`config.mk`:
```
export PLATFORM = sky130hd
export DESIGN_NAME = csv_field_tokenizer
export DESIGN_NICKNAME = d
export VERILOG_FILES = /design/src/ctf_pkg.sv /design/src/csv_field_tokenizer.sv /design/src/ctf_parser.sv /design/src/ctf_res_fifo.sv
export SDC_FILE = /design/constraint.sdc
export NUM_CORES = 1
export LEC_CHECK = 0
export ABC_AREA = 1
export BUFFER_PORTS_ARGS = -buffer_cell sky130_fd_sc_hd__buf_2
export CAP_MARGIN = 20
export CORE_MARGIN = 1
export CORE_UTILIZATION = 45
export DETAILED_ROUTE_END_ITERATION = 7
export SYNTH_ARGS = -nofsm -noshare
export SYNTH_HDL_FRONTEND = slang
export SYNTH_SLANG_ARGS = --single-unit
```
`constraint.sdc`:
```
create_clock -name clk -period 9.2 [get_ports clk]
set_clock_uncertainty 0.2 [all_clocks]
set_input_delay 1.84 -clock clk [delete_from_list [all_inputs] [get_ports clk]]
set_output_delay 1.84 -clock clk [all_outputs]
set_load 0.05 [all_outputs]
```
`src/ctf_pkg.sv`:
```
// Shared types and constants for the CSV field tokenizer.
`timescale 1ns / 1ps

package ctf_pkg;

	// Default parameter values
	localparam int OFFSET_BITS_DEF     = 24;
	localparam int NULL_COUNT_BITS_DEF = 8;

	// Result queue depth; an item may push two results
	localparam int RES_DEPTH = 4;

	// Characters with a meaning of their own
	localparam logic [7:0] CH_COMMA  = 8'h2C;
	localparam logic [7:0] CH_QUOTE  = 8'h22;
	localparam logic [7:0] CH_BSLASH = 8'h5C;
	localparam logic [7:0] CH_SPACE  = 8'h20;
	localparam logic [7:0] CH_TAB    = 8'h09;
	localparam logic [7:0] CH_LF     = 8'h0A;
	localparam logic [7:0] CH_CR     = 8'h0D;
	localparam logic [7:0] CH_NUL    = 8'h00;

	// Result kinds
	localparam logic [1:0] KIND_FIELD   = 2'd0;
	localparam logic [1:0] KIND_ROW_END = 2'd1;
	localparam logic [1:0] KIND_DISCARD = 2'd2;

	// Parse modes
	typedef enum logic [2:0] {
		MODE_EXPECT      = 3'd0,
		MODE_PLAIN       = 3'd1,
		MODE_QUOTED      = 3'd2,
		MODE_QUOTE_SEEN  = 3'd3,
		MODE_AFTER_QUOTE = 3'd4
	} mode_t;

	// One input item
	typedef struct packed {
		logic [7:0] data_byte;
		logic       end_of_data;
	} in_item_t;

	// One result item
	typedef struct packed {
		logic [1:0]  kind;
		logic [23:0] field_start;
		logic [23:0] field_length;
		logic        null_field;
		logic        was_quoted;
		logic [7:0]  leading_nulls;
		logic        malformed;
		logic        last_of_run;
	} out_item_t;

	// Results produced by one parse step, in order
	typedef struct packed {
		logic      v0;
		logic      v1;
		out_item_t r0;
		out_item_t r1;
	} res_pair_t;

endpackage

```
`src/csv_field_tokenizer.sv`:
```
// A byte's first result goes through the input register and result queue, behind any queued.
// One byte per cycle while byte_stall is low; a byte yields zero to two results, queued four deep.
// byte_stall rises only while the result queue cannot take two more items.
// Reset (arst_n low) clears parse state, byte offset and the queue at once.
// Top level: input register, parse step and result queue.
`timescale 1ns / 1ps

module csv_field_tokenizer #(
	parameter int OFFSET_BITS     = ctf_pkg::OFFSET_BITS_DEF,
	parameter int NULL_COUNT_BITS = ctf_pkg::NULL_COUNT_BITS_DEF
) (
	input  logic                clk,
	input  logic                arst_n,
	input  logic                byte_valid,
	output logic                byte_stall,
	input  ctf_pkg::in_item_t   byte_item,
	output logic                tok_valid,
	input  logic                tok_stall,
	output ctf_pkg::out_item_t  tok_item
);
	import ctf_pkg::*;

	logic      valid_s1;
	in_item_t  item_s1;
	logic      room;
	logic      step;
	res_pair_t pair;

	assign step       = valid_s1 && room;
	assign byte_stall = valid_s1 && !room;

	// Load the input register whenever it moves on
	always_ff @(posedge clk or negedge arst_n) begin
		if (!arst_n) begin
			valid_s1 <= 1'b0;
		end else if (!byte_stall) begin
			valid_s1 <= byte_valid;
		end
	end

	always_ff @(posedge clk) begin
		if (!byte_stall) begin
			item_s1 <= byte_item;
		end
	end

	ctf_parser #(
		.OB(OFFSET_BITS),
		.NB(NULL_COUNT_BITS)
	) u_parser (
		.clk    (clk),
		.arst_n (arst_n),
		.step   (step),
		.item   (item_s1),
		.pair   (pair)
	);

	ctf_res_fifo u_fifo (
		.clk    (clk),
		.arst_n (arst_n),
		.pair   (pair),
		.room   (room),
		.valid  (tok_valid),
		.stall  (tok_stall),
		.data   (tok_item)
	);

endmodule

```
`src/ctf_parser.sv`:
```
// Per-byte parse step: row/field state and the results of one byte.
`timescale 1ns / 1ps

module ctf_parser #(
	parameter int OB = ctf_pkg::OFFSET_BITS_DEF,
	parameter int NB = ctf_pkg::NULL_COUNT_BITS_DEF
) (
	input  logic                clk,
	input  logic                arst_n,
	input  logic                step,
	input  ctf_pkg::in_item_t   item,
	output ctf_pkg::res_pair_t  pair
);
	import ctf_pkg::*;

	typedef struct packed {
		mode_t          mode;
		logic           esc;
		logic [OB-1:0]  off;
		logic [OB-1:0]  span;
		logic [OB-1:0]  tlen;
		logic [NB-1:0]  ncnt;
		logic           rhf;
		logic           aw;
	} state_t;

	state_t    st_q;
	state_t    s;
	logic      fv, endr, disc, ev, aq;
	out_item_t fr, er;
	logic [7:0] b;
	logic       last;
	logic       is_white, is_comma, is_eol, is_quote, is_bs;
	logic [OB-1:0] here, incl;

	function automatic out_item_t mk(logic [1:0] kind, logic [OB-1:0] start,
			logic [OB-1:0] len, logic nul, logic q, logic [NB-1:0] lead, logic bad);
		out_item_t r;
		r.kind          = kind;
		r.field_start   = 24'(start);
		r.field_length  = 24'(len);
		r.null_field    = nul;
		r.was_quoted    = q;
		r.leading_nulls = 8'(lead);
		r.malformed     = bad;
		r.last_of_run   = 1'b0;
		return r;
	endfunction

	function automatic state_t clear_row(state_t x);
		state_t t;
		t      = x;
		t.mode = MODE_EXPECT;
		t.esc  = 1'b0;
		t.ncnt = '0;
		t.rhf  = 1'b0;
		t.aw   = 1'b0;
		return t;
	endfunction

	// Open a quoted or plain field on a content byte
	function automatic state_t begin_field(state_t x, logic [7:0] c);
		state_t t;
		t    = x;
		t.aw = 1'b0;
		if (c == CH_QUOTE) begin
			t.span = x.off + OB'(1);
			t.mode = MODE_QUOTED;
		end else begin
			t.span = x.off;
			t.mode = MODE_PLAIN;
			t.tlen = OB'(1);
			t.esc  = (c == CH_BSLASH);
		end
		return t;
	endfunction

	// Classify the byte
	assign b        = item.data_byte;
	assign last     = item.end_of_data;
	assign is_white = (b == CH_SPACE) || (b == CH_TAB);
	assign is_comma = (b == CH_COMMA);
	assign is_eol   = (b == CH_LF) || (b == CH_CR) || (b == CH_NUL);
	assign is_quote = (b == CH_QUOTE);
	assign is_bs    = (b == CH_BSLASH);
	assign here     = st_q.off - st_q.span;
	assign incl     = here + OB'(1);
	assign aq       = (st_q.mode == MODE_AFTER_QUOTE) ||
	                  ((st_q.mode == MODE_QUOTE_SEEN) && !is_quote);

	// Next state and results of one byte
	always_comb begin
		s    = st_q;
		fv   = 1'b0;
		fr   = '0;
		endr = 1'b0;
		disc = 1'b0;
		if (aq) begin
			s.mode = MODE_AFTER_QUOTE;
			if (is_white) begin
				if (last) begin
					fv = 1'b1;
					fr = mk(KIND_FIELD, s.span, s.tlen, 1'b0, 1'b1,
					        s.rhf ? {NB{1'b0}} : s.ncnt, 1'b0);
					s.rhf = 1'b1;
					endr  = 1'b1;
				end
			end else if (is_comma || is_eol) begin
				fv = 1'b1;
				fr = mk(KIND_FIELD, s.span, s.tlen, 1'b0, 1'b1,
				        s.rhf ? {NB{1'b0}} : s.ncnt, 1'b0);
				s.rhf = 1'b1;
				if (is_comma) begin
					s.mode = MODE_EXPECT;
					s.aw   = 1'b0;
					endr   = last;
				end else begin
					endr = 1'b1;
				end
			end else begin
				fv = 1'b1;
				fr = mk(KIND_FIELD, s.span, s.tlen, 1'b0, 1'b1,
				        s.rhf ? {NB{1'b0}} : s.ncnt, 1'b1);
				s.rhf  = 1'b1;
				s.mode = MODE_EXPECT;
				s.aw   = 1'b0;
				if (last) begin
					disc = is_bs;
					endr = !is_bs;
				end else begin
					s = begin_field(s, b);
				end
			end
		end else begin
			case (st_q.mode)
				MODE_PLAIN: begin
					if (!s.esc && (is_comma || is_eol)) begin
						fv = 1'b1;
						fr = mk(KIND_FIELD, s.span, s.tlen, 1'b0, 1'b0,
						        s.rhf ? {NB{1'b0}} : s.ncnt, 1'b0);
						s.rhf = 1'b1;
						if (is_comma) begin
							s.mode = MODE_EXPECT;
							s.aw   = 1'b0;
							endr   = last;
						end else begin
							endr = 1'b1;
						end
					end else begin
						if (!is_white) begin
							s.tlen = incl;
						end
						if (!s.esc && is_bs) begin
							s.esc = 1'b1;
							disc  = last;
						end else begin
							s.esc = 1'b0;
							if (last) begin
								fv = 1'b1;
								fr = mk(KIND_FIELD, s.span, s.tlen, 1'b0, 1'b0,
								        s.rhf ? {NB{1'b0}} : s.ncnt, 1'b0);
								s.rhf = 1'b1;
								endr  = 1'b1;
							end
						end
					end
				end
				MODE_QUOTED: begin
					if (s.esc || !(is_quote || is_eol || is_bs)) begin
						s.esc = 1'b0;
						if (last) begin
							fv = 1'b1;
							fr = mk(KIND_FIELD, s.span, incl, 1'b0, 1'b1,
							        s.rhf ? {NB{1'b0}} : s.ncnt, 1'b1);
							s.rhf = 1'b1;
							endr  = 1'b1;
						end
					end else if (is_quote) begin
						s.tlen = here;
						s.mode = MODE_QUOTE_SEEN;
						if (last) begin
							fv = 1'b1;
							fr = mk(KIND_FIELD, s.span, here, 1'b0, 1'b1,
							        s.rhf ? {NB{1'b0}} : s.ncnt, 1'b0);
							s.rhf = 1'b1;
							endr  = 1'b1;
						end
					end else if (is_eol) begin
						fv = 1'b1;
						fr = mk(KIND_FIELD, s.span, here, 1'b0, 1'b1,
						        s.rhf ? {NB{1'b0}} : s.ncnt, 1'b1);
						s.rhf = 1'b1;
						endr  = 1'b1;
					end else begin
						s.esc = 1'b1;
						disc  = last;
					end
				end
				MODE_QUOTE_SEEN: begin
					// Doubled quote: stay in the quoted field
					s.mode = MODE_QUOTED;
					if (last) begin
						fv = 1'b1;
						fr = mk(KIND_FIELD, s.span, incl, 1'b0, 1'b1,
						        s.rhf ? {NB{1'b0}} : s.ncnt, 1'b1);
						s.rhf = 1'b1;
						endr  = 1'b1;
					end
				end
				default: begin
					s.mode = MODE_EXPECT;
					s.esc  = 1'b0;
					if (is_white) begin
						s.aw = 1'b1;
						if (last) begin
							fv = 1'b1;
							fr = mk(KIND_FIELD, s.off + OB'(1), '0, 1'b0, 1'b0,
							        s.rhf ? {NB{1'b0}} : s.ncnt, 1'b0);
							s.rhf = 1'b1;
							endr  = 1'b1;
						end
					end else if (is_comma) begin
						s.aw = 1'b0;
						if (s.rhf) begin
							fv = 1'b1;
							fr = mk(KIND_FIELD, s.off, '0, 1'b1, 1'b0, {NB{1'b0}}, 1'b0);
						end else if (s.ncnt != {NB{1'b1}}) begin
							s.ncnt = s.ncnt + NB'(1);
						end
						endr = last;
					end else if (is_eol) begin
						if (s.aw) begin
							fv = 1'b1;
							fr = mk(KIND_FIELD, s.off, '0, 1'b0, 1'b0,
							        s.rhf ? {NB{1'b0}} : s.ncnt, 1'b0);
							s.rhf = 1'b1;
						end
						endr = 1'b1;
					end else begin
						s = begin_field(s, b);
						if (last) begin
							if (is_bs) begin
								disc = 1'b1;
							end else begin
								fv = 1'b1;
								fr = mk(KIND_FIELD, s.span, is_quote ? '0 : OB'(1),
								        1'b0, is_quote, s.rhf ? {NB{1'b0}} : s.ncnt,
								        is_quote);
								s.rhf = 1'b1;
								endr  = 1'b1;
							end
						end
					end
				end
			endcase
		end

		// Close the row: row end only if it held a real field
		ev = disc || (endr && s.rhf);
		er = mk(disc ? KIND_DISCARD : KIND_ROW_END, '0, '0, 1'b0, 1'b0, '0, 1'b0);
		er.last_of_run = 1'b1;
		if (disc || endr) begin
			s = clear_row(s);
		end
		s.off = last ? '0 : (st_q.off + OB'(1));

		fr.last_of_run = !ev;
		pair.v0 = step && (fv || ev);
		pair.v1 = step && fv && ev;
		pair.r0 = fv ? fr : er;
		pair.r1 = er;
	end

	// Hold state between accepted items
	always_ff @(posedge clk or negedge arst_n) begin
		if (!arst_n) begin
			st_q.mode <= MODE_EXPECT;
			st_q.esc  <= 1'b0;
			st_q.off  <= '0;
			st_q.span <= '0;
			st_q.tlen <= '0;
			st_q.ncnt <= '0;
			st_q.rhf  <= 1'b0;
			st_q.aw   <= 1'b0;
		end else if (step) begin
			st_q <= s;
		end
	end

`ifndef SYNTH
	a_second_needs_first: assert property (@(posedge clk) disable iff (!arst_n)
		pair.v1 |-> pair.v0)
		else $error("second result without a first");
	a_pair_order: assert property (@(posedge clk) disable iff (!arst_n)
		pair.v1 |-> (pair.r0.kind == KIND_FIELD) && (pair.r1.kind != KIND_FIELD))
		else $error("two results not a field followed by a row result");
	a_offset_wraps: assert property (@(posedge clk) disable iff (!arst_n)
		(step && item.end_of_data) |=> (st_q.off == '0))
		else $error("offset not cleared after last byte");
`endif

endmodule

```
`src/ctf_res_fifo.sv`:
```
// Small result queue: takes up to two items a cycle, delivers one while not stalled.
`timescale 1ns / 1ps

module ctf_res_fifo (
	input  logic                clk,
	input  logic                arst_n,
	input  ctf_pkg::res_pair_t  pair,
	output logic                room,
	output logic                valid,
	input  logic                stall,
	output ctf_pkg::out_item_t  data
);
	import ctf_pkg::*;

	localparam int PW = $clog2(RES_DEPTH);
	localparam int CW = $clog2(RES_DEPTH + 1);

	out_item_t      mem_q [RES_DEPTH];
	logic [PW-1:0]  wp_q, rp_q, wp1;
	logic [CW-1:0]  count_q;
	logic           pop;
	logic [1:0]     npush;

	function automatic logic [PW-1:0] inc(logic [PW-1:0] p);
		return (p == PW'(RES_DEPTH - 1)) ? '0 : p + PW'(1);
	endfunction

	assign wp1   = inc(wp_q);
	assign valid = (count_q != '0);
	assign data  = mem_q[rp_q];
	assign pop   = valid && !stall;
	assign room  = (count_q <= CW'(RES_DEPTH - 2));
	assign npush = {1'b0, pair.v0} + {1'b0, pair.v1};

	// Store pushed items
	always_ff @(posedge clk) begin
		if (pair.v0) begin
			mem_q[wp_q] <= pair.r0;
		end
		if (pair.v1) begin
			mem_q[wp1] <= pair.r1;
		end
	end

	// Advance pointers and count
	always_ff @(posedge clk or negedge arst_n) begin
		if (!arst_n) begin
			wp_q    <= '0;
			rp_q    <= '0;
			count_q <= '0;
		end else begin
			if (pair.v1) begin
				wp_q <= inc(wp1);
			end else if (pair.v0) begin
				wp_q <= wp1;
			end
			if (pop) begin
				rp_q <= inc(rp_q);
			end
			count_q <= count_q + CW'(npush) - CW'(pop);
		end
	end

`ifndef SYNTH
	a_count_bound: assert property (@(posedge clk) disable iff (!arst_n)
		count_q <= CW'(RES_DEPTH))
		else $error("result queue overflow");
	a_push_room: assert property (@(posedge clk) disable iff (!arst_n)
		pair.v0 |-> room)
		else $error("push without room for two items");
`endif

endmodule

```
==> out/metrics.yaml <==
run_status:
  status: "finished clean"
power_and_ir_drop:
  p_leak_nw: 10.8
  internal-power_mw: 4.09
  ir_drop_mv: 0.327
  pwr-share-seq_pct: 24.9
  p_sw_mw: 4.63
  pwr-share-clk_pct: 19.3
  combPwrFrac_pct: 55.8
  p_per_area_nw_per_um2: 381
  sw_frac_of_total_pct: 53.1
flow_run:
  maxCapViolCount: 0
cts:
  cts.sinks: 351
  ctsResizeCount: 0
  hold_buffers: 0
  cts_buffers: 41
  h-tree-depth: 2
  postCtsSetupBuffers: 0
  clock_latency_ns: 0.58
  tritoncts: "built"
  clk_path_buf_depth: 3
  cts_root_buf: "clkbuf_16"
  path_clk_slew_ns: 0.06
critical_path:
  crit_fanout: 71
  endpoint_kind: "output port"
  timing.rr.start: "item_s1[6]"
  arrival_ns: 3.57
  cp-startpoint: "u_fifo.rp_q[0]"
  required_ns: 7.16
  startpoint_type: "flop"
  worstSetupPathType: "reg -> out"
  r2r_setup_slack_ns: 4.01
logic_synthesis:
  yosysTopAreaCell: "dfxtp_1"
  synth-seq-area-share_pct: 37.0
  ys_types: 57
  async_flop_share_pct: 26.8
  synth_area_sq_um: 20700
  synth_warnings: 0
  synth_top_area_share_pct: 23.2
  dominantRegCellSynth: "dfxtp_1"
  ys_top_cells_by_area: "dfxtp_1, nand2_1, dfrtp_1"
  syn_inst: 3202
  synth-seq-cells: 351
  avgSynthCellArea_sq_um: 6.47
  synthesis.nets: 3252
  synth-edff-count: 17
global_routing:
  grt_max_degree: 72
  antenna_found_initial: 1
  grt_pass1_wl_um: 118000
  track_usage_pct: 32.0
  overflow: 0
  first_global_vias: 20300
detailed_routing:
  drt_drc_violations_left: 0
  drt_iter0_drc: 2459
  firstDrtPassIters: 6
  drt_wl_total_um: 75800
  avgViaCountPerCell: 5.73
  wl_per_cell_um: 19.8
  num_vias: 22000
  ant_nets: 0
final_layout:
  diodes: 0
  layout.nets: 3254
  final_cells: 3837
  mostFrequentLayoutCells: "nand2_1, o21ai_0, nor2_1, inv_1, dfxtp_1"
  drive_gt1_share_pct: 7.51
  area_growth_pct: 10.3
  final_common_cell: "nand2_1"
sta:
  slew_viol_final: 0
  period_needed_ns: 5.61
  tns_ns: 0
  rsz0062_at_grt: "false"
  clock.fmax_ghz: 0.178
  finalSetupViolations: 0
  relSlewSlack_pct: 21.1
  post-route-period-util_pct: 61.0
  hold_violations: 0
  worst_pin_slew_ns: 1.18
floorplanning:
  placement_rows: 78
  fp.dieW_um: 217
  start_util_pct: 45.7
  dieArea_sq_um: 46900
  fp.dieH_um: 217
  coreArea_sq_um: 45400
  io_pins: 77
placed_design:
  io_buffers: 76
  place_inst: 3758
  place.gp.congestion: 0.973
  place_hpwl_um: 51500
worst_hold_path:
  hp-start: "u_fifo.mem_q[2][19]"
  min_path_type: "reg -> reg"
[kinds of logic (layout without fill, tap and decap cells)]
kind of cell             after synthesis  after routing  synth area share, %
AO/OA/AOI/OAI                        653            653                 17.7
multiplexers                           1              1               0.0483
adder cells (fa/ha/maj)               37             37                 2.34
XOR/XNOR                              27             27                 1.14
buffers and inverters                442            477                 8.55
flip-flops                           351            351                 37.0
AND/OR/NAND/NOR                     1691           1691                 33.3
[layout make-up]
class	count	area, sq um
Clock inverter	11	109
Timing Repair Buffer	110	638
Fill cell	4643	22500
Tap cell	600	751
Inverter	291	1090
Clock buffer	65	1280
Multi-Input combinational cell	2409	11300
Sequential cell	351	7670
[per-layer routing]
metal / vias to the layer above / wire (um) / GRT usage (%)
met5: - / 0 / 0
met4: 0 / 2360 / 11.2
met3: 175 / 6830 / 5.01
met2: 1042 / 33600 / 50.6
met1: 10300 / 33100 / 44.2
li1: 10500 / - / -
[cells in the mapped netlist (all sizes together) (6+ instances only)]
| library cell | instances |
|---|---|
| nand3 | 180 |
| o21ai | 352 |
| buf | 62 |
| xor2 | 22 |
| a211oi | 7 |
| a31oi | 9 |
| o211ai | 22 |
| nor3 | 25 |
| dfrtp | 94 |
| nor2 | 288 |
| o22ai | 111 |
| inv | 284 |
| edfxtp | 17 |
| a22oi | 25 |
| dfxtp | 240 |
| clkinv | 7 |
| nand2 | 1157 |
| clkbuf | 89 |
| a21boi | 6 |
| ha | 34 |
| o221ai | 8 |
| a21oi | 96 |
| nand4 | 27 |
[power groups by stage]
stage,logic (mW),registers [mW],clock network [mW]
finish,4.86,2.17,1.68
global route,5.29,2.21,1.77
CTS,4.79,2.16,1.71
detailed placement,4.78,2.19,0
global placement,4.71,2.18,0
floorplan,3.49,2.09,0
[worst max-delay path: stages, from the launching register on]
cell and delay, ns:
dfrtp_4 0.72, clkinv_2 0.62, buf_4 0.71, o21ai_0 0.18, o22ai_1 0.37, buf_2 0.34
[state kept, by name, summed over array words and instances (netlist names)]
register,cells
u_fifo.wp_q,2
u_fifo.mem_q,248
u_fifo.rp_q,2
u_parser.st_q,86
valid_s1,1
u_fifo.count_q,3
item_s1,9
[worst paths after layout]
check / end / cells after the start
worst max register to register: u_parser.st_q[14] / 18
worst min-delay path: u_fifo.mem_q[2][19] / 2
min in group asynchronous: u_parser.st_q[43] / 1
worst max-delay path: tok_item[31] / 5
max in group asynchronous: u_fifo.rp_q[0] / 2
worst min register to register: u_fifo.mem_q[2][19] / 2
[metrics by stage]
stage                     worst slack, ns  hold WS (ns)  util, %  cell area [sq um]  power, mW
final                                3.59         0.241     50.4              22900       8.72
after floorplan                      5.13         0.213        -              20700       5.58
after detailed placement             4.10         0.227     47.3              21400       6.97
after global routing                 3.38         0.258     50.4              22900       9.27
after CTS                            3.61         0.243     50.3              22800       8.67
after global placement               4.26         0.223     47.3              21400       6.90
Power figures use the tool's default switching activity.
